File: src/design/mqsb_pkg.sv
`timescale 1ns / 1ps
// ----------------------------------------------------------------------------
// mqsb_pkg
// Shared constants and types of the multi-queue shared buffer.
// ----------------------------------------------------------------------------
package mqsb_pkg;

    // store geometry
    localparam int ENTRIES = 16;
    localparam int QUEUES  = 4;

    // link index carries one extra code for the null link
    localparam int IDX_W  = $clog2(ENTRIES + 1);
    localparam int ENT_AW = (ENTRIES > 1) ? $clog2(ENTRIES) : 1;
    localparam logic [IDX_W-1:0] NIL_LINK = IDX_W'(ENTRIES);

    // payload widths
    localparam int DATA_W = 32;
    localparam int QID_W  = 2;

    typedef enum logic {
        CMD_ENQ = 1'b0,
        CMD_DEQ = 1'b1
    } cmd_t;

    typedef enum logic [1:0] {
        STATUS_OK    = 2'd0,
        STATUS_FULL  = 2'd1,
        STATUS_EMPTY = 2'd2
    } status_t;

    // one result beat between the core and the output stage
    typedef struct packed {
        logic signed [DATA_W-1:0] data_out;
        status_t                  status;
    } rsp_t;

endpackage

File: src/design/mqsb_req_if.sv
`timescale 1ns / 1ps
// ----------------------------------------------------------------------------
// mqsb_req_if
// Command channel: enqueue or dequeue beats with queue number and word.
// ----------------------------------------------------------------------------
interface mqsb_req_if;
    logic                                 valid;
    logic                                 ready;
    logic                                 command;
    logic [mqsb_pkg::QID_W-1:0]           queue_id;
    logic signed [mqsb_pkg::DATA_W-1:0]   data_in;

    modport source (output valid, output command, output queue_id, output data_in,
                    input ready);
    modport sink   (input valid, input command, input queue_id, input data_in,
                    output ready);
endinterface

File: src/design/mqsb_rsp_if.sv
`timescale 1ns / 1ps
// ----------------------------------------------------------------------------
// mqsb_rsp_if
// Result channel: dequeued word and status per command.
// ----------------------------------------------------------------------------
interface mqsb_rsp_if;
    logic                                 valid;
    logic                                 ready;
    logic signed [mqsb_pkg::DATA_W-1:0]   data_out;
    logic [1:0]                           status;

    modport source (output valid, output data_out, output status, input ready);
    modport sink   (input valid, input data_out, input status, output ready);
endinterface

File: src/design/mqsb_core.sv
`timescale 1ns / 1ps
// ----------------------------------------------------------------------------
// mqsb_core
// Linked-list queue state: entry words, links, head/tail per queue and the
// free list, updated for each accepted command that succeeds.
// ----------------------------------------------------------------------------
module mqsb_core
(
    input  logic                clk,
    input  logic                rst_n,
    mqsb_req_if.sink            req,
    input  logic                rsp_ready,
    output logic                rsp_push,
    output mqsb_pkg::rsp_t      rsp_beat
);

    // state
    logic signed [mqsb_pkg::DATA_W-1:0] entry_mem [mqsb_pkg::ENTRIES];
    logic [mqsb_pkg::IDX_W-1:0] link_reg [mqsb_pkg::ENTRIES];
    logic [mqsb_pkg::IDX_W-1:0] head_reg [mqsb_pkg::QUEUES];
    logic [mqsb_pkg::IDX_W-1:0] tail_reg [mqsb_pkg::QUEUES];
    logic [mqsb_pkg::IDX_W-1:0] free_head_reg;
    logic [mqsb_pkg::IDX_W-1:0] free_head_next;

    // decode
    logic                       accept;
    logic                       q_ok;
    logic                       free_ok;
    logic                       head_ok;
    logic                       tail_ok;
    logic [mqsb_pkg::IDX_W-1:0] cur_head;
    logic [mqsb_pkg::IDX_W-1:0] cur_tail;
    logic                       enq_ok;
    logic                       deq_ok;
    logic [mqsb_pkg::IDX_W-1:0] link_rd_addr;
    logic [mqsb_pkg::IDX_W-1:0] link_rd;

    // write controls
    logic                       head_wr;
    logic [mqsb_pkg::IDX_W-1:0] head_wr_val;
    logic                       tail_wr;
    logic                       link_wr;
    logic [mqsb_pkg::IDX_W-1:0] link_wr_addr;
    logic [mqsb_pkg::IDX_W-1:0] link_wr_val;
    logic                       free_wr;

    assign req.ready = rsp_ready;
    assign accept    = req.valid && req.ready;

    // queue lookup, out-of-range queues read as empty
    assign q_ok     = (int'(req.queue_id) < mqsb_pkg::QUEUES);
    assign cur_head = q_ok ? head_reg[req.queue_id] : mqsb_pkg::NIL_LINK;
    assign cur_tail = q_ok ? tail_reg[req.queue_id] : mqsb_pkg::NIL_LINK;
    assign free_ok  = (free_head_reg < mqsb_pkg::NIL_LINK);
    assign head_ok  = (cur_head < mqsb_pkg::NIL_LINK);
    assign tail_ok  = (cur_tail < mqsb_pkg::NIL_LINK);

    assign enq_ok = (req.command == mqsb_pkg::CMD_ENQ) && q_ok && free_ok;
    assign deq_ok = (req.command == mqsb_pkg::CMD_DEQ) && q_ok && head_ok;

    // single link read: free-list successor or queue successor
    assign link_rd_addr = (req.command == mqsb_pkg::CMD_ENQ) ? free_head_reg : cur_head;
    assign link_rd      = link_reg[link_rd_addr[mqsb_pkg::ENT_AW-1:0]];

    // next-state controls; the tail's own link is never trusted, a dequeue of
    // the tail entry empties the queue instead
    always_comb
    begin
        head_wr        = 1'b0;
        head_wr_val    = free_head_reg;
        tail_wr        = 1'b0;
        link_wr        = 1'b0;
        link_wr_addr   = cur_tail;
        link_wr_val    = free_head_reg;
        free_wr        = 1'b0;
        free_head_next = link_rd;
        if (accept && enq_ok)
        begin
            free_wr = 1'b1;
            tail_wr = 1'b1;
            if (!head_ok)
            begin
                head_wr = 1'b1;
            end
            else if (tail_ok)
            begin
                link_wr = 1'b1;
            end
        end
        else if (accept && deq_ok)
        begin
            free_wr        = 1'b1;
            free_head_next = cur_head;
            head_wr        = 1'b1;
            head_wr_val    = (cur_head == cur_tail) ? mqsb_pkg::NIL_LINK : link_rd;
            link_wr        = 1'b1;
            link_wr_addr   = cur_head;
        end
    end

    // pointer state
    always_ff @(posedge clk or negedge rst_n)
    begin
        if (!rst_n)
        begin
            for (int i = 0; i < mqsb_pkg::ENTRIES; i++)
            begin
                link_reg[i] <= mqsb_pkg::IDX_W'(i + 1);
            end
            for (int j = 0; j < mqsb_pkg::QUEUES; j++)
            begin
                head_reg[j] <= mqsb_pkg::NIL_LINK;
                tail_reg[j] <= mqsb_pkg::NIL_LINK;
            end
            free_head_reg <= '0;
        end
        else
        begin
            if (free_wr)
            begin
                free_head_reg <= free_head_next;
            end
            if (head_wr)
            begin
                head_reg[req.queue_id] <= head_wr_val;
            end
            if (tail_wr)
            begin
                tail_reg[req.queue_id] <= free_head_reg;
            end
            if (link_wr)
            begin
                link_reg[link_wr_addr[mqsb_pkg::ENT_AW-1:0]] <= link_wr_val;
            end
        end
    end

    // entry words, written on a successful enqueue
    always_ff @(posedge clk)
    begin
        if (accept && enq_ok)
        begin
            entry_mem[free_head_reg[mqsb_pkg::ENT_AW-1:0]] <= req.data_in;
        end
    end

    // result beat
    always_comb
    begin
        rsp_push          = accept;
        rsp_beat.data_out = '0;
        rsp_beat.status   = mqsb_pkg::STATUS_OK;
        if (req.command == mqsb_pkg::CMD_ENQ)
        begin
            if (!enq_ok)
            begin
                rsp_beat.status = mqsb_pkg::STATUS_FULL;
            end
        end
        else if (deq_ok)
        begin
            rsp_beat.data_out = entry_mem[cur_head[mqsb_pkg::ENT_AW-1:0]];
        end
        else
        begin
            rsp_beat.status = mqsb_pkg::STATUS_EMPTY;
        end
    end

endmodule

File: src/design/mqsb_out_stage.sv
`timescale 1ns / 1ps
// ----------------------------------------------------------------------------
// mqsb_out_stage
// Result register with a skid slot, so commands keep flowing while one
// result waits on the sink.
// ----------------------------------------------------------------------------
module mqsb_out_stage
(
    input  logic                clk,
    input  logic                rst_n,
    input  logic                push,
    input  mqsb_pkg::rsp_t      push_beat,
    output logic                push_ready,
    mqsb_rsp_if.source          rsp
);

    logic           main_valid_reg;
    logic           skid_valid_reg;
    mqsb_pkg::rsp_t main_reg;
    mqsb_pkg::rsp_t skid_reg;
    logic           pop;

    assign pop        = main_valid_reg && rsp.ready;
    assign push_ready = !skid_valid_reg;

    assign rsp.valid    = main_valid_reg;
    assign rsp.data_out = main_reg.data_out;
    assign rsp.status   = main_reg.status;

    // occupancy
    always_ff @(posedge clk or negedge rst_n)
    begin
        if (!rst_n)
        begin
            main_valid_reg <= 1'b0;
            skid_valid_reg <= 1'b0;
        end
        else if (skid_valid_reg)
        begin
            if (pop)
            begin
                skid_valid_reg <= 1'b0;
            end
        end
        else if (push)
        begin
            if (main_valid_reg && !pop)
            begin
                skid_valid_reg <= 1'b1;
            end
            else
            begin
                main_valid_reg <= 1'b1;
            end
        end
        else if (pop)
        begin
            main_valid_reg <= 1'b0;
        end
    end

    // payload
    always_ff @(posedge clk)
    begin
        if (skid_valid_reg)
        begin
            if (pop)
            begin
                main_reg <= skid_reg;
            end
        end
        else if (push)
        begin
            if (main_valid_reg && !pop)
            begin
                skid_reg <= push_beat;
            end
            else
            begin
                main_reg <= push_beat;
            end
        end
    end

endmodule

File: src/design/multi_queue_shared_buffer_top.sv
`timescale 1ns / 1ps
// ----------------------------------------------------------------------------
// multi_queue_shared_buffer_top
// Several FIFO queues sharing one linked entry store with a free list.
// ----------------------------------------------------------------------------
//  channel | dir | beat contents
//  --------+-----+-----------------------------------------
//  req     | in  | command, queue_id, data_in
//  rsp     | out | data_out, status (one per req beat)
//
//  one command per cycle while req.ready is high; the result is registered
//  pointers update on acceptance: one link read, at most one link write
//  reset sets the free chain and empty queues at once, no clearing pass
//  req.ready drops only when both the result register and skid slot are full
// ----------------------------------------------------------------------------
module multi_queue_shared_buffer_top
(
    input  logic        clk,
    input  logic        rst_n,
    mqsb_req_if.sink    req,
    mqsb_rsp_if.source  rsp
);

    logic           rsp_push;
    logic           rsp_ready;
    mqsb_pkg::rsp_t rsp_beat;

    // queue state and command decode
    mqsb_core u_core
    (
        .clk       (clk),
        .rst_n     (rst_n),
        .req       (req),
        .rsp_ready (rsp_ready),
        .rsp_push  (rsp_push),
        .rsp_beat  (rsp_beat)
    );

    // result register and skid slot
    mqsb_out_stage u_out
    (
        .clk        (clk),
        .rst_n      (rst_n),
        .push       (rsp_push),
        .push_beat  (rsp_beat),
        .push_ready (rsp_ready),
        .rsp        (rsp)
    );

endmodule

File: src/flat_wrapper.sv
// flat-port wrapper written by rule: the top's interface ports become plain ports
module multi_queue_shared_buffer_top_flat 
  (clk, rst_n, req_valid, req_command, req_queue_id, req_data_in, req_ready, rsp_valid, rsp_data_out, rsp_status, rsp_ready);
  mqsb_req_if req_i ();
  mqsb_rsp_if rsp_i ();
  input  logic clk;
  input  logic rst_n;
  input wire logic [$bits(req_i.valid)-1:0] req_valid;
  input wire logic [$bits(req_i.command)-1:0] req_command;
  input wire logic [$bits(req_i.queue_id)-1:0] req_queue_id;
  input wire logic [$bits(req_i.data_in)-1:0] req_data_in;
  output wire logic [$bits(req_i.ready)-1:0] req_ready;
  output wire logic [$bits(rsp_i.valid)-1:0] rsp_valid;
  output wire logic [$bits(rsp_i.data_out)-1:0] rsp_data_out;
  output wire logic [$bits(rsp_i.status)-1:0] rsp_status;
  input wire logic [$bits(rsp_i.ready)-1:0] rsp_ready;
  assign req_i.valid = req_valid;
  assign req_i.command = req_command;
  assign req_i.queue_id = req_queue_id;
  assign req_i.data_in = req_data_in;
  assign req_ready = req_i.ready;
  assign rsp_valid = rsp_i.valid;
  assign rsp_data_out = rsp_i.data_out;
  assign rsp_status = rsp_i.status;
  assign rsp_i.ready = rsp_ready;
  multi_queue_shared_buffer_top u_core (.clk(clk), .rst_n(rst_n), .req(req_i), .rsp(rsp_i));
endmodule
File: config.mk
export PLATFORM = sky130hd
export DESIGN_NAME = multi_queue_shared_buffer_top_flat
export DESIGN_NICKNAME = d
export VERILOG_FILES = /design/src/design/mqsb_pkg.sv /design/src/design/mqsb_req_if.sv /design/src/design/mqsb_rsp_if.sv /design/src/design/mqsb_core.sv /design/src/design/mqsb_out_stage.sv /design/src/design/multi_queue_shared_buffer_top.sv /design/src/flat_wrapper.sv
export SDC_FILE = /design/constraint.sdc
export NUM_CORES = 1
export LEC_CHECK = 0
export ABC_AREA = 1
export BUFFER_PORTS_ARGS = -buffer_cell sky130_fd_sc_hd__buf_4
export CAP_MARGIN = 5
export CORE_MARGIN = 2
export CORE_UTILIZATION = 48
export CTS_BUF_LIST = sky130_fd_sc_hd__clkbuf_8
export CTS_CLUSTER_SIZE = 12
export DETAILED_ROUTE_END_ITERATION = 10
export GPL_ROUTABILITY_DRIVEN = 0
export PLACE_DENSITY = 0.65
export SYNTH_ARGS = -nofsm -noshare
export SYNTH_HDL_FRONTEND = slang
export SYNTH_SLANG_ARGS = --single-unit
File: constraint.sdc
create_clock -name clk -period 3.7 [get_ports clk]
set_clock_uncertainty 0.2 [all_clocks]
set_input_delay 0.185 -clock clk [delete_from_list [all_inputs] [get_ports clk]]
set_output_delay 0.185 -clock clk [all_outputs]
set_load 0.02 [all_outputs]
Yosys cells after proc, flatten, opt, wreduce, memory -nomap -nowiden --
Memories as Yosys holds them, arrays and structs flattened. Cells that the tools add are included.
Storage, ports and cells: memory bits (writable) 512, word-level logic and storage cells 114, memories kept 1, input port bits 39, flip-flop bits (word level) 195, output and inout port bits 36
Operators by class: bitwise gates (word level) 5, reduce and logical (&&, ||, !) cells 16, muxes and demuxes 49, magnitude comparators 8, eq/ne operators 4
Memory list:
- u_core.u_core.entry_mem | words 16, bits a word 32, read ports 1, clocked after memory_dff 0, wr ports 1, line mqsb_core.sv:18 | logic signed [mqsb_pkg::DATA_W-1:0] entry_mem [mqsb_pkg::ENTRIES];
Operator list (count):
- 34-bit two-way mux | 4
- 80-bit bitwise mux | 1
- 5-bit two-way mux | 13
- 32-bit two-way mux | 2
- 20-bit bitwise mux | 2
- 5-bit binary-select mux with 2-bit select | 2
- 5-bit binary-select mux with 4-bit select | 1
- 5-bit demux with 4-bit select | 1
- 1-bit two-way mux | 17
- 5-bit < comparator, second input constant | 3
- 4-bit two-way mux | 3
- 5-bit demux with 2-bit select | 1
- 5-bit >= comparator, second input constant | 2
- 4-bit NOT with 5-bit output | 2
- 1-bit logical AND | 9
- 3-bit AND reduction | 3
- 5-bit == test | 1
- 5-bit by 1-bit < comparator with 1-bit output, second input constant | 1
- 2-bit two-way mux | 2
- 2-bit inequality test, second input constant | 2
- 2-bit nonzero test | 2
- 3-bit >= comparator, second input constant | 1
- 3-bit by 1-bit < comparator with 1-bit output, second input constant | 1
- 2-bit NOT with 3-bit output | 1
- 3 further kinds | 5

Depth between registers and ports, before layout --
Gate-level depths: netlist of run 1.
word-level depth 15, mapped depth 18, mapped depth without buffers 17

Hierarchy --
A second synthesis of run 1 with hierarchy kept.
Second synthesis, totals: cell total of the unflattened synthesis 2681, area, all modules 29386.9 µm²
By module, submodules not included:
- mqsb_core | sequential area each 18554.0 µm², cells an instance 2486, area each 26775.7 µm², times used 1
- mqsb_out_stage | sequential area each 2092.0 µm², cells an instance 195, area each 2611.3 µm², times used 1

Worst setup path before layout of run 1 --
Ideal clock, no wire load.
path type reg-to-reg, start point register u_core.u_out.skid_valid_reg, end point memory u_core.u_core.entry_mem[0][0] (netlist name) (enable), arrival time 2.964 ns, setup time 0.421 ns, stages on the path, launching flop included 8, data required time 3.079 ns, period minus slack after synthesis 3.586 ns, path buffers 2, path slack 0.114 ns, cells stage by stage dfrtp_1 buf_2 inv_2 nand2_1 nor3_1 clkbuf_1 nand3_1 nor2_1
Between the ends: longest elaborated chain between the ends 5
RTL lines:
- from (decl) | line mqsb_out_stage.sv:18 | logic skid_valid_reg;
- from (signal assigned) | line mqsb_out_stage.sv:36 | skid_valid_reg <= 1'b0;
- from (signal assigned) | line mqsb_out_stage.sv:42 | skid_valid_reg <= 1'b0;
- from (signal assigned) | line mqsb_out_stage.sv:49 | skid_valid_reg <= 1'b1;
- 1-bit zero test | line mqsb_out_stage.sv:24 | assign push_ready = !skid_valid_reg;
- 1-bit logical AND | line mqsb_core.sv:48 | assign accept = req.valid && req.ready;
- 1-bit logical AND | line mqsb_core.sv:141 | if (accept && enq_ok)
- 1-bit two-way mux | line mqsb_core.sv:141
- 1-bit two-way mux (implied by the code) | line mqsb_core.sv:143 | entry_mem[free_head_reg[mqsb_pkg::ENT_AW-1:0]] <= req.data_in;
- to (decl) | line mqsb_core.sv:18
Every way passes these cells.

Worst setup path after layout of run 1 --
start point input req_queue_id[1], end point register u_core.u_core.link_reg[70] (netlist name)
Between the ends: longest elaborated chain between the ends 15, elaborated cells between the ends (all ways) 24, classes of those cells order compare (4); mux (15); bitwise (2); reduce/logical (3)
RTL lines:
- from (decl) | line flat_wrapper.sv:10 | input wire logic [$bits(req_i.queue_id)-1:0] req_queue_id;
- 2-bit NOT with 3-bit output (implied by the code) * | line mqsb_core.sv:52, mqsb_core.sv:53
- 5-bit binary-select mux with 2-bit select | line mqsb_core.sv:52 | assign cur_head = q_ok ? head_reg[req.queue_id] : mqsb_pkg::NIL_LINK;
- 5-bit two-way mux (implied by the code) (2 in series) | line mqsb_core.sv:52
- 5-bit < comparator | line mqsb_core.sv:55 | assign head_ok = (cur_head < mqsb_pkg::NIL_LINK);
- 1-bit logical AND | line mqsb_core.sv:59 | assign deq_ok = (req.command == mqsb_pkg::CMD_DEQ) && q_ok && head_ok;
- 1-bit logical AND | line mqsb_core.sv:90 | else if (accept && deq_ok)
- 4-bit two-way mux | line mqsb_core.sv:90
- 4-bit two-way mux | line mqsb_core.sv:77 | if (accept && enq_ok)
- 4-bit NOT with 5-bit output (implied by the code) | line mqsb_core.sv:133 | link_reg[link_wr_addr[mqsb_pkg::ENT_AW-1:0]] <= link_wr_val;
- 5-bit >= comparator (implied by the code) / 5-bit by 1-bit < comparator with 1-bit output (equally long branches) | line mqsb_core.sv:133
- 1-bit logical AND (implied by the code) | line mqsb_core.sv:133
- 5-bit two-way mux (implied by the code) | line mqsb_core.sv:133
- 5-bit demux with 4-bit select | line mqsb_core.sv:133
- 80-bit bitwise mux | line mqsb_core.sv:133
- to (signal, indexed assignment) | line mqsb_core.sv:108 | link_reg[i] <= mqsb_pkg::IDX_W'(i + 1);
- to (signal, indexed assignment) | line mqsb_core.sv:133
- to (decl) | line mqsb_core.sv:19 | logic [mqsb_pkg::IDX_W-1:0] link_reg [mqsb_pkg::ENTRIES];
Every way passes the cells marked *; elsewhere a longest branch is shown, timed or not. The select of a mux whose other input is x is not followed. A chain may end at the register's enable or synchronous reset.

==> results list, run 1 <==
- The run finished with clean final reports.
* Actual transition at the worst max-transition pin: roughly 830 ps
* Number of instances in the synthesized netlist: 2624
* Number of ports placed on the die boundary: 75
- Min-delay src: req_data_in[19]
- Worst R2R Path Depth: 14
- In the global route stage, overall resource usage came out at 0.247.
- The finished layout holds around 3700 standard cells, fillers aside.
* First-pass GRT wire length: about 120 mm
* Setup-violating endpoint count in the final report: 0
* CTS Sinks: around 710
- The number of nets handed over by synthesis was 2664.
- Post-Synthesis Cell Area: ~0.029 sq mm
* Layout-stage area growth over the synthesis result: 15.0%
- Buffers placed on the I/O ports in this run total 74.
* Maximum clock frequency: about 300 MHz
* Path class of the lowest-slack min-delay path: primary input to register
- After synthesis, the largest family of logic cells by area is simple AND/OR/NAND/NOR gates.
* Max cap viols: 0
- The floorplan step defined a core boundary enclosing between 0.06 and 0.07 sq mm.
* Effective utilization at floorplan: 0.485
- Once detailed placement completed, the half-perimeter wirelength came to between 40 and 50 mm.
* Post-route antenna net violation count: 0
- Max Root-Sink Buffers: 3
- In the final layout, the multi-input gates occupy 0.00773 sq mm.
- Headroom to the max-slew limit: 0.448
* Leakage: around 13 nW
- Setup crit start kind: primary input
- Maximum number of pins on one net before global-route repair: approximately 120
- Vias after detailed routing: 20600
- Total of warnings raised by yosys: 0
- Fin. max-slew vios: 0
- PostCTS Resize Cnt: 0
- The average instance in the mapped netlist occupies 11.1 sq um.
- The via count of the first global-routing pass is 19800.
* Die area: 0.0627 sq mm
- Most common library cell in the layout ignoring fill and taps: nand2_1
- Post-Synth Adder-Cell Area: 0.000429
* DP Cell Count: around 3400
- Antenna violations before repair: 2
- Reg clk slew, reported paths: around 60 ps
- Clock Root Buffer: clkbuf_8
- Least setup slack across all paths after layout: approximately 370 ps
- Number of violations reported at the end of detailed-routing iteration 0: around 2400
- In the routed design, unresolved DRC markers number 0.
* RSZ-0062 raised after global routing: false
- Cell count of the worst hold path: 2
* #FFs+latches synth: 707
- After detailed routing, the number of vias per cell comes to 5.63.
* Destination of the worst register-to-register timing path: u_core.u_out.rsp.data_out[19]
* Crit Path Category: primary input to register
* Flip-flop and latch area: around 0.021 sq mm
* Clock insertion delay at the later pin of the skew report: between 700 and 800 ps
- The portion of synthesized area spent on multiplexers is 0.
* Wire length after detailed routing: a little under 80 mm
* Final Cycle Share: 0.899
* Number of iterations in the first detailed-routing pass: 5
- The compound-cell area share of the yosys netlist came to 0.0300.
- Worst vdd ir: between 400 and 500 uV
- Ranked by total cell area, the synthesized netlist is headed by edfxtp_1 (60%), nand2_1 (12%), nand3_1 (9.1%), dfrtp_1 (7.4%), dfstp_2 (3.7%).
- The worst register-to-register path begins at u_core.u_core.head_reg[15].
- STA classifies the critical path endpoint as a register.
* TritonCTS clock tree: built
* Post-route setup TNS: 0 ps
* Crit Path Max Fanout: 14
* Total gr overflow: 0
* # H-tree levels: 3
- In the layout the commonest cells are nand2_1 (939), edfxtp_1 (580), nand3_1 (527).
* DIE HEIGHT: roughly 250 um
- Of the synthesized area, sequential elements account for 0.709.
- Synthesis instantiated 37 different standard cells from the library.
* Clock buffers created by TritonCTS: around 110
* Post-synthesis xor/xnor area fraction: 0.000902
* Pwr per Cell Area: 737 mW/mm^2
* Crit path arrival time: 3720 ps
- Simple logic cell fraction of the synthesized area: 0.228
* Largest area contributor in the netlist: edfxtp_1
- Sink of the worst hold path: u_core.u_core.entry_mem[15][19]
* Post-Place Worst Slack: roughly 700 ps
* Final Hold Violating Endpoints: 0
* DIE WIDTH: roughly 250 um
- Drt wl/cell: ~21 um
- The floorplan has 90 rows.
- Layout cell share with drive strength beyond 1: 0.146
- The final layout contains around 2800 nets.
- The register with the most flip-flops in the layout has about 510 of them.
- Final Util: 0.557
- Data required time of the worst path: between 4000 and 5000 ps
* Number of fill cells: ~5100
- Share of the synthesized area in the top cell type: 0.598
- Register-to-register setup slack: 760 ps
- The clock period could shrink to 3330 ps.
## layer usage
metal	GRT usage	wire length [um]
met1	0.345	32500
met2	0.384	35900
met3	0.0572	6980
met4	0.0869	2390
met5	0	11
## where the power goes
group | leakage (nW) | switching [W] | internal (W) | total, W
Sequential | 6.83 | 0.000437 | 0.00973 | 0.0102
Clock | 1.18 | 0.00309 | 0.00323 | 0.00632
Combinational | 4.81 | 0.00578 | 0.00244 | 0.00822
## logic make-up (layout without fill, tap and decap cells)
kind of cell | after synthesis | in the layout
buf+inv | 218 | 461
other cells | 0 | 3
flops | 707 | 707
compound gates | 155 | 155
simple gates | 1540 | 1540
xor+xnor | 3 | 3
fa+ha+maj | 1 | 1
## timing repair
item                                   4_1_cts  5_1_grt
endpoints found under the hold margin      642        0
hold buffers                                42        0
setup buffers                                0        0
setup endpoints to repair                    0        0
## worst max-delay path: stages
cell,delay [ps]
dlygate4sd3_1,530
buf_4,170
inv_2,80
nand2_4,60
dlygate4sd3_1,640
inv_2,110
nand2_1,70
nand2_1,70
a21oi_4,190
buf_4,340
ha_1,210
nand2_1,60
nand2_2,110
inv_2,80
nor3_4,460
nand2_4,170
nand2_1,90
o21ai_1,70
## synth_stat cells
master	count
a21boi_0	1
a21oi_1	5
a21oi_4	1
a221oi_1	1
a22o_1	1
a31oi_1	32
buf_1	20
buf_2	53
buf_4	8
buf_6	1
clkbuf_1	61
clkinv_2	1
dfrtp_1	86
dfstp_2	41
edfxtp_1	580
ha_1	1
inv_1	50
inv_2	24
nand2_1	941
nand2_2	10
nand2_4	9
nand3_1	527
nand3_2	4
nand3b_1	2
nor2_1	32
nor2_2	4
nor2_4	7
nor3_1	1
nor3_4	2
o211ai_1	9
o21ai_0	28
o21ai_1	73
o21ai_2	3
o2bb2ai_1	1
or2_2	1
xnor2_1	2
xor2_1	1
## final cells by class
cell class              count  area share
flip-flops and latches    707       0.616
multi-input cells        1699       0.231
repair buffers            186      0.0520
clock buffers             117      0.0480
well taps                 782      0.0292
clock inverters            83      0.0152
inverters                  75     0.00866
diodes                      3    0.000224
## worst max-delay path by stage
stage	cells after the start	to	slack, ps	startpoint
6_report	18	u_core.u_core.link_reg[70]	370	req_queue_id[1]
5_1_grt	18	u_core.u_core.link_reg[59]	220	req_queue_id[1]
4_1_cts	18	u_core.u_core.link_reg[70]	430	req_queue_id[1]
3_5_place_dp	12	u_core.u_core.head_reg[16]	700	req_command
3_3_place_gp	13	u_core.u_core.head_reg[9]	710	req_command
2_1_floorplan	7	u_core.u_core.entry_mem[0][0]	110	u_core.u_out.skid_valid_reg
## per-stage QoR
stage | power (W) | hold WS (ps) | instance area, sq um
6_report | 0.0247 | 76.0 | 33500
5_1_grt | 0.0260 | 48.0 | 33500
4_1_cts | 0.0248 | 30.3 | 33500
3_5_place_dp | 0.0184 | 146 | 31000
3_3_place_gp | 0.0183 | 146 | 31000
2_1_floorplan | 0.0154 | -311 | 29100
Power figures use the tool's default switching activity.
==> run 2: changes to the inputs <==
--- a/config.mk
+++ b/config.mk
@@ -5,7 +5,7 @@
 export SDC_FILE = /design/constraint.sdc
 export NUM_CORES = 1
 export LEC_CHECK = 0
-export ABC_AREA = 1
+export ABC_AREA = 0
 export BUFFER_PORTS_ARGS = -buffer_cell sky130_fd_sc_hd__buf_4
 export CAP_MARGIN = 5
 export CORE_MARGIN = 2
@@ -18,3 +18,4 @@
 export SYNTH_ARGS = -nofsm -noshare
 export SYNTH_HDL_FRONTEND = slang
 export SYNTH_SLANG_ARGS = --single-unit
+export TNS_END_PERCENT = 50
==> run 2 against run 1 <==
- register-to-register slack worse by 380 ps
- critical endpoint is now u_core.u_core.head_reg[7]
- total power fell by 6.3%
- synthesized cell count shrank 45%
==> results list, run 2 <==
- The total negative slack for setup checks came to 0 ps (unchanged).
- The via total after detailed routing came to 14600 (was 20600).
- The summed instance area of the synthesized netlist is 0.0279 sq mm (was 0.0291 sq mm).
- Crit path arrival time: 3670 ps (was 3720 ps)
- Top cell types by occurrence after synthesis: edfxtp_1 (580), mux4_2 (138), mux2_2 (126) (was nand2_1 (941), edfxtp_1 (580), nand3_1 (527))
- Clock buffers created by TritonCTS: 112 (was 111)
- Post-CTS Setup Inserts: 0 (unchanged)
- Async SR Flop Fraction: 0.180 (unchanged)
* Via density per instance: 5.86 (was 5.63)
- Number of iterations in the first detailed-routing pass: 5 (unchanged)
- The mean post-synth cell area was 19.3 sq um (was 11.1 sq um).
- Setup crit start kind: register (was primary input)
- The cell family contributing the most delay on the critical path is compound AO/OA/AOI/OAI gates (was buffers and inverters).
* # H-tree levels: 3 (unchanged)
- The via count of the first global-routing pass is 15200 (was 19800).
- The compound-cell area share of the yosys netlist came to 0.0469 (was 0.0300).
- The cell chosen for the clock root was clkbuf_8 (unchanged).
- Worst hold slack after final layout: 84.7 ps (was 76.0 ps)
- Die area: 0.0600 sq mm (was 0.0627 sq mm)
* CP Capture Type: register (unchanged)
- TritonCTS clock tree: built (unchanged)
* Headroom to the max-slew limit: 0.285 (was 0.448)
- Final Util: 0.562 (was 0.557)
- The cell count after placement is 2255 (was 3407).
- The type of the tightest min-delay check is primary input to async pin (was primary input to register).
- The number of cells upsized or downsized after cts was 0 (unchanged).
* Simple logic cell fraction of the synthesized area: 0.0294 (was 0.228)
- Share of the synthesized area in the top cell type: 0.625 (was 0.598)
- Unique cell type count in the Yosys netlist: 50 (was 37)
- Total gr overflow: 0 (unchanged)
* DIE WIDTH: 245 um (was 250 um)
- Cells along the critical path: mux4_4 -> a21o_1 -> buf_4 -> nand2_1 -> a32o_1 -> o22ai_1 -> o21ai_0 -> a31oi_1 (was dlygate4sd3_1 -> buf_4 -> inv_2 -> nand2_4 -> dlygate4sd3_1 -> inv_2 -> nand2_1 -> nand2_1 -> a21oi_4 -> buf_4 -> ha_1 -> nand2_1 -> nand2_2 -> inv_2 -> nor3_4 -> nand2_4 -> nand2_1 -> o21ai_1)
* Post-synthesis xor/xnor area fraction: 0.00126 (was 0.000902)
* Number of ports placed on the die boundary: 75 (unchanged)
* Number of instances in the synthesized netlist: 1441 (was 2624)
* RSZ-0062 raised after global routing: false (unchanged)
- The warning count from the yosys run was 0 (unchanged).
- The shortest clock period the worst path allows after layout came to 3320 ps (was 3330 ps).
- The initial DRC count was 1473 (was 2433).
* Reg clk slew, reported paths: 60 ps (about the same)
- Largest area contributor in the netlist: edfxtp_1 (unchanged)
- The max capacitance violation total came to 0 (unchanged).
* Flip-flop count of the largest register, all copies and words added: 512 (unchanged)
* Maximum clock frequency: 301 MHz (about the same)
* Outcome: finished clean (unchanged)
- The number of clock sinks came to 707 (unchanged).
- The area added between synthesis and finish was 16.1% (was 15.0%).
- The maximum fanout along the worst path is 37 (was 14).
- Actual transition at the worst max-transition pin: 1070 ps (was 828 ps)
- The count of port buffers added during placement is 74 (unchanged).
* Post-CTS Hold Buffers: 42 (unchanged)
- The number of nets in the finished design came to 1686 (was 2820).
* Worst vdd ir: 583 uV (was 428 uV)
- Final design area excluding fillers: 0.0324 sq mm (was 0.0335 sq mm)
* Portion of netlist area occupied by mux cells: 0.167 (was 0)
- Drt wl/cell: 25.3 um (was 21.3 um)
- Antenna violations before repair: 4 (was 2)
- The startpoint of the most critical setup path is u_core.u_core.head_reg[15] (was req_queue_id[1]).
- The clock latency reported for the late side of the worst-skew pair came to 750 ps (about the same).
- Dominant combinational cell family by area after synthesis: multiplexers (was simple AND/OR/NAND/NOR gates)
- Delay of the slowest cell on the worst path: 750 ps (was 640 ps)
- Net Count, Synth: 1481 (was 2664)
- The most frequently used cell type in the post-synthesis netlist is edfxtp_1 (was nand2_1).
- Setup-violating endpoint count in the final report: 0 (unchanged)
* Crit path buffers/inverters: 1 (was 7)
* Crit Path Category: register to register (was primary input to register)
- Final Hold Violating Endpoints: 0 (unchanged)
- Leakage: 11.3 nW (was 12.8 nW)
- Part of the Yosys area used for sequential elements: 0.741 (was 0.709)
- Remaining routing DRC violations: 0 (unchanged)
- The synthesized-area fraction occupied by adder cells was 0.000449 (was 0.000429).
- Post-route antenna net violation count: 0 (unchanged)
* Effective utilization at floorplan: 0.484 (was 0.485)
- The most common cell after layout, fill and taps aside is edfxtp_1 (was nand2_1).
- Number of enable-type register cells in the synthesized netlist: 580 (unchanged)
- First-pass GRT wire length: 94.7 mm (was 118 mm)
- The global-route usage over all layers is 0.214 (was 0.247).
- The y dimension of the die was 245 um (was 250 um).
- Fin. max-slew vios: 0 (unchanged)
* Placed wire-length estimate: 33.9 mm (was 42.1 mm)
* Core outline area: 0.0576 sq mm (was 0.0601 sq mm)
- Slowest stage cell, crit path: mux4_4 (was dlygate4sd3_1)
* Most used cells in the layout excluding fill and tap cells: edfxtp_1 (580), mux4_2 (136), mux2_2 (126) (was nand2_1 (939), edfxtp_1 (580), nand3_1 (527))
- Wire length after detailed routing: 63.4 mm (was 77.8 mm)
* Pwr per Cell Area: 716 mW/mm^2 (was 737 mW/mm^2)
- #FFs+latches synth: 707 (unchanged)
- Max Root-Sink Buffers: 3 (unchanged)
* Count of non-filler cells in the finished layout: 2500 (was 3652)
- Area after detailed placement: 0.0299 sq mm (was 0.0310 sq mm)
- Data required time of the worst path: 4050 ps (was 4090 ps)
- The predominant post-synthesis flop cell was edfxtp_1 (unchanged).
- Top cells by area in the synthesized netlist: edfxtp_1 (63%), mux4_2 (11%), dfrtp_1 (7.7%), mux2_2 (5.1%), dfstp_2 (3.9%) (was edfxtp_1 (60%), nand2_1 (12%), nand3_1 (9.1%), dfrtp_1 (7.4%), dfstp_2 (3.7%)).
- Number of placement rows: 88 (was 90)
* Maximum number of pins on one net before global-route repair: 66 (was 115)
- The share of the cycle needed by the critical path after routing was 0.897 (was 0.899).
- The origin of the critical flop-to-flop path was u_core.u_core.head_reg[15] (unchanged).
* Layout cell share with drive strength beyond 1: 0.351 (was 0.146)
-- run 2: cell count changes in the layout (fill, tap and decap cells not counted), moves of 28 or more --
cell	change
nand2_1	-855
nor2_1	+28
a221o_1	+32
o21ai_1	-73
nand3_1	-521
a22o_1	+31
mux2_2	+126
mux4_2	+136
-- run 2: path summary, 6_finish.rpt --
check                                                  to  slack (ps)  cells after the start
max                             u_core.u_core.head_reg[7]         380                      8
min                            u_core.u_core.link_reg[55]          80                      2
max reg2reg                     u_core.u_core.head_reg[7]         380                      8
min reg2reg                     u_core.u_core.head_reg[4]         270                      2
max in group asynchronous      u_core.u_core.tail_reg[19]        2840                      3
min in group clk           u_core.u_core.entry_mem[1][21]          90                      2
-- run 2: logic make-up (layout without fill, tap and decap cells) --
logic type	after synthesis	after routing
xor gates and xnor gates	4	4
muxes	273	273
AOI/OAI and AO/OA	169	169
buffers and inverters	99	391
adders and majority gates	1	1
and+or+nand+nor	188	188
DFF	707	707
other	0	2
-- run 2: per-stage QoR --
| step | setup slack, ps | total power, W |
|---|---|---|
| 2_1_floorplan | -518 | 0.0150 |
| 3_3_place_gp | 398 | 0.0172 |
| 3_5_place_dp | 379 | 0.0173 |
| 4_1_cts | 419 | 0.0234 |
| 5_1_grt | 258 | 0.0242 |
| 6_report | 382 | 0.0231 |
-- run 2: layer usage --
metal  global-route usage  share of wire  vias to the layer above
met1                0.298           0.42                     7752
li1                     -              -                     6283
met2                0.345           0.49                      481
met5                    0        0.00038                        -
met3               0.0370          0.061                      118
met4               0.0751          0.026                        4
-- run 2: power by group --
| group | switching (W) | total, W | internal [W] |
|---|---|---|---|
| logic | 0.00363 | 0.00683 | 0.00320 |
| registers | 0.000481 | 0.0103 | 0.00979 |
| clock network | 0.00302 | 0.00605 | 0.00303 |
| total | 0.00713 | 0.0231 | 0.0160 |
-- run 2: worst reg2reg max path, stage by stage, from the launching register on --
cell and delay [ps]:
dfrtp_1 380, mux4_4 750, a21o_1 250, buf_4 260
nand2_1 160, a32o_1 200, o22ai_1 170, o21ai_0 610
a31oi_1 180
-- run 2: final cells by class --
type / instances / area (sq um)
timing repair buffer: 179 / 1670
inverter: 11 / 41.3
multi-input combinational: 635 / 7000
antenna: 2 / 5.00
tap: 765 / 957
fill: 4400 / 25200
sequential: 707 / 20600
clock inverter: 83 / 415
clock buffer: 118 / 1620
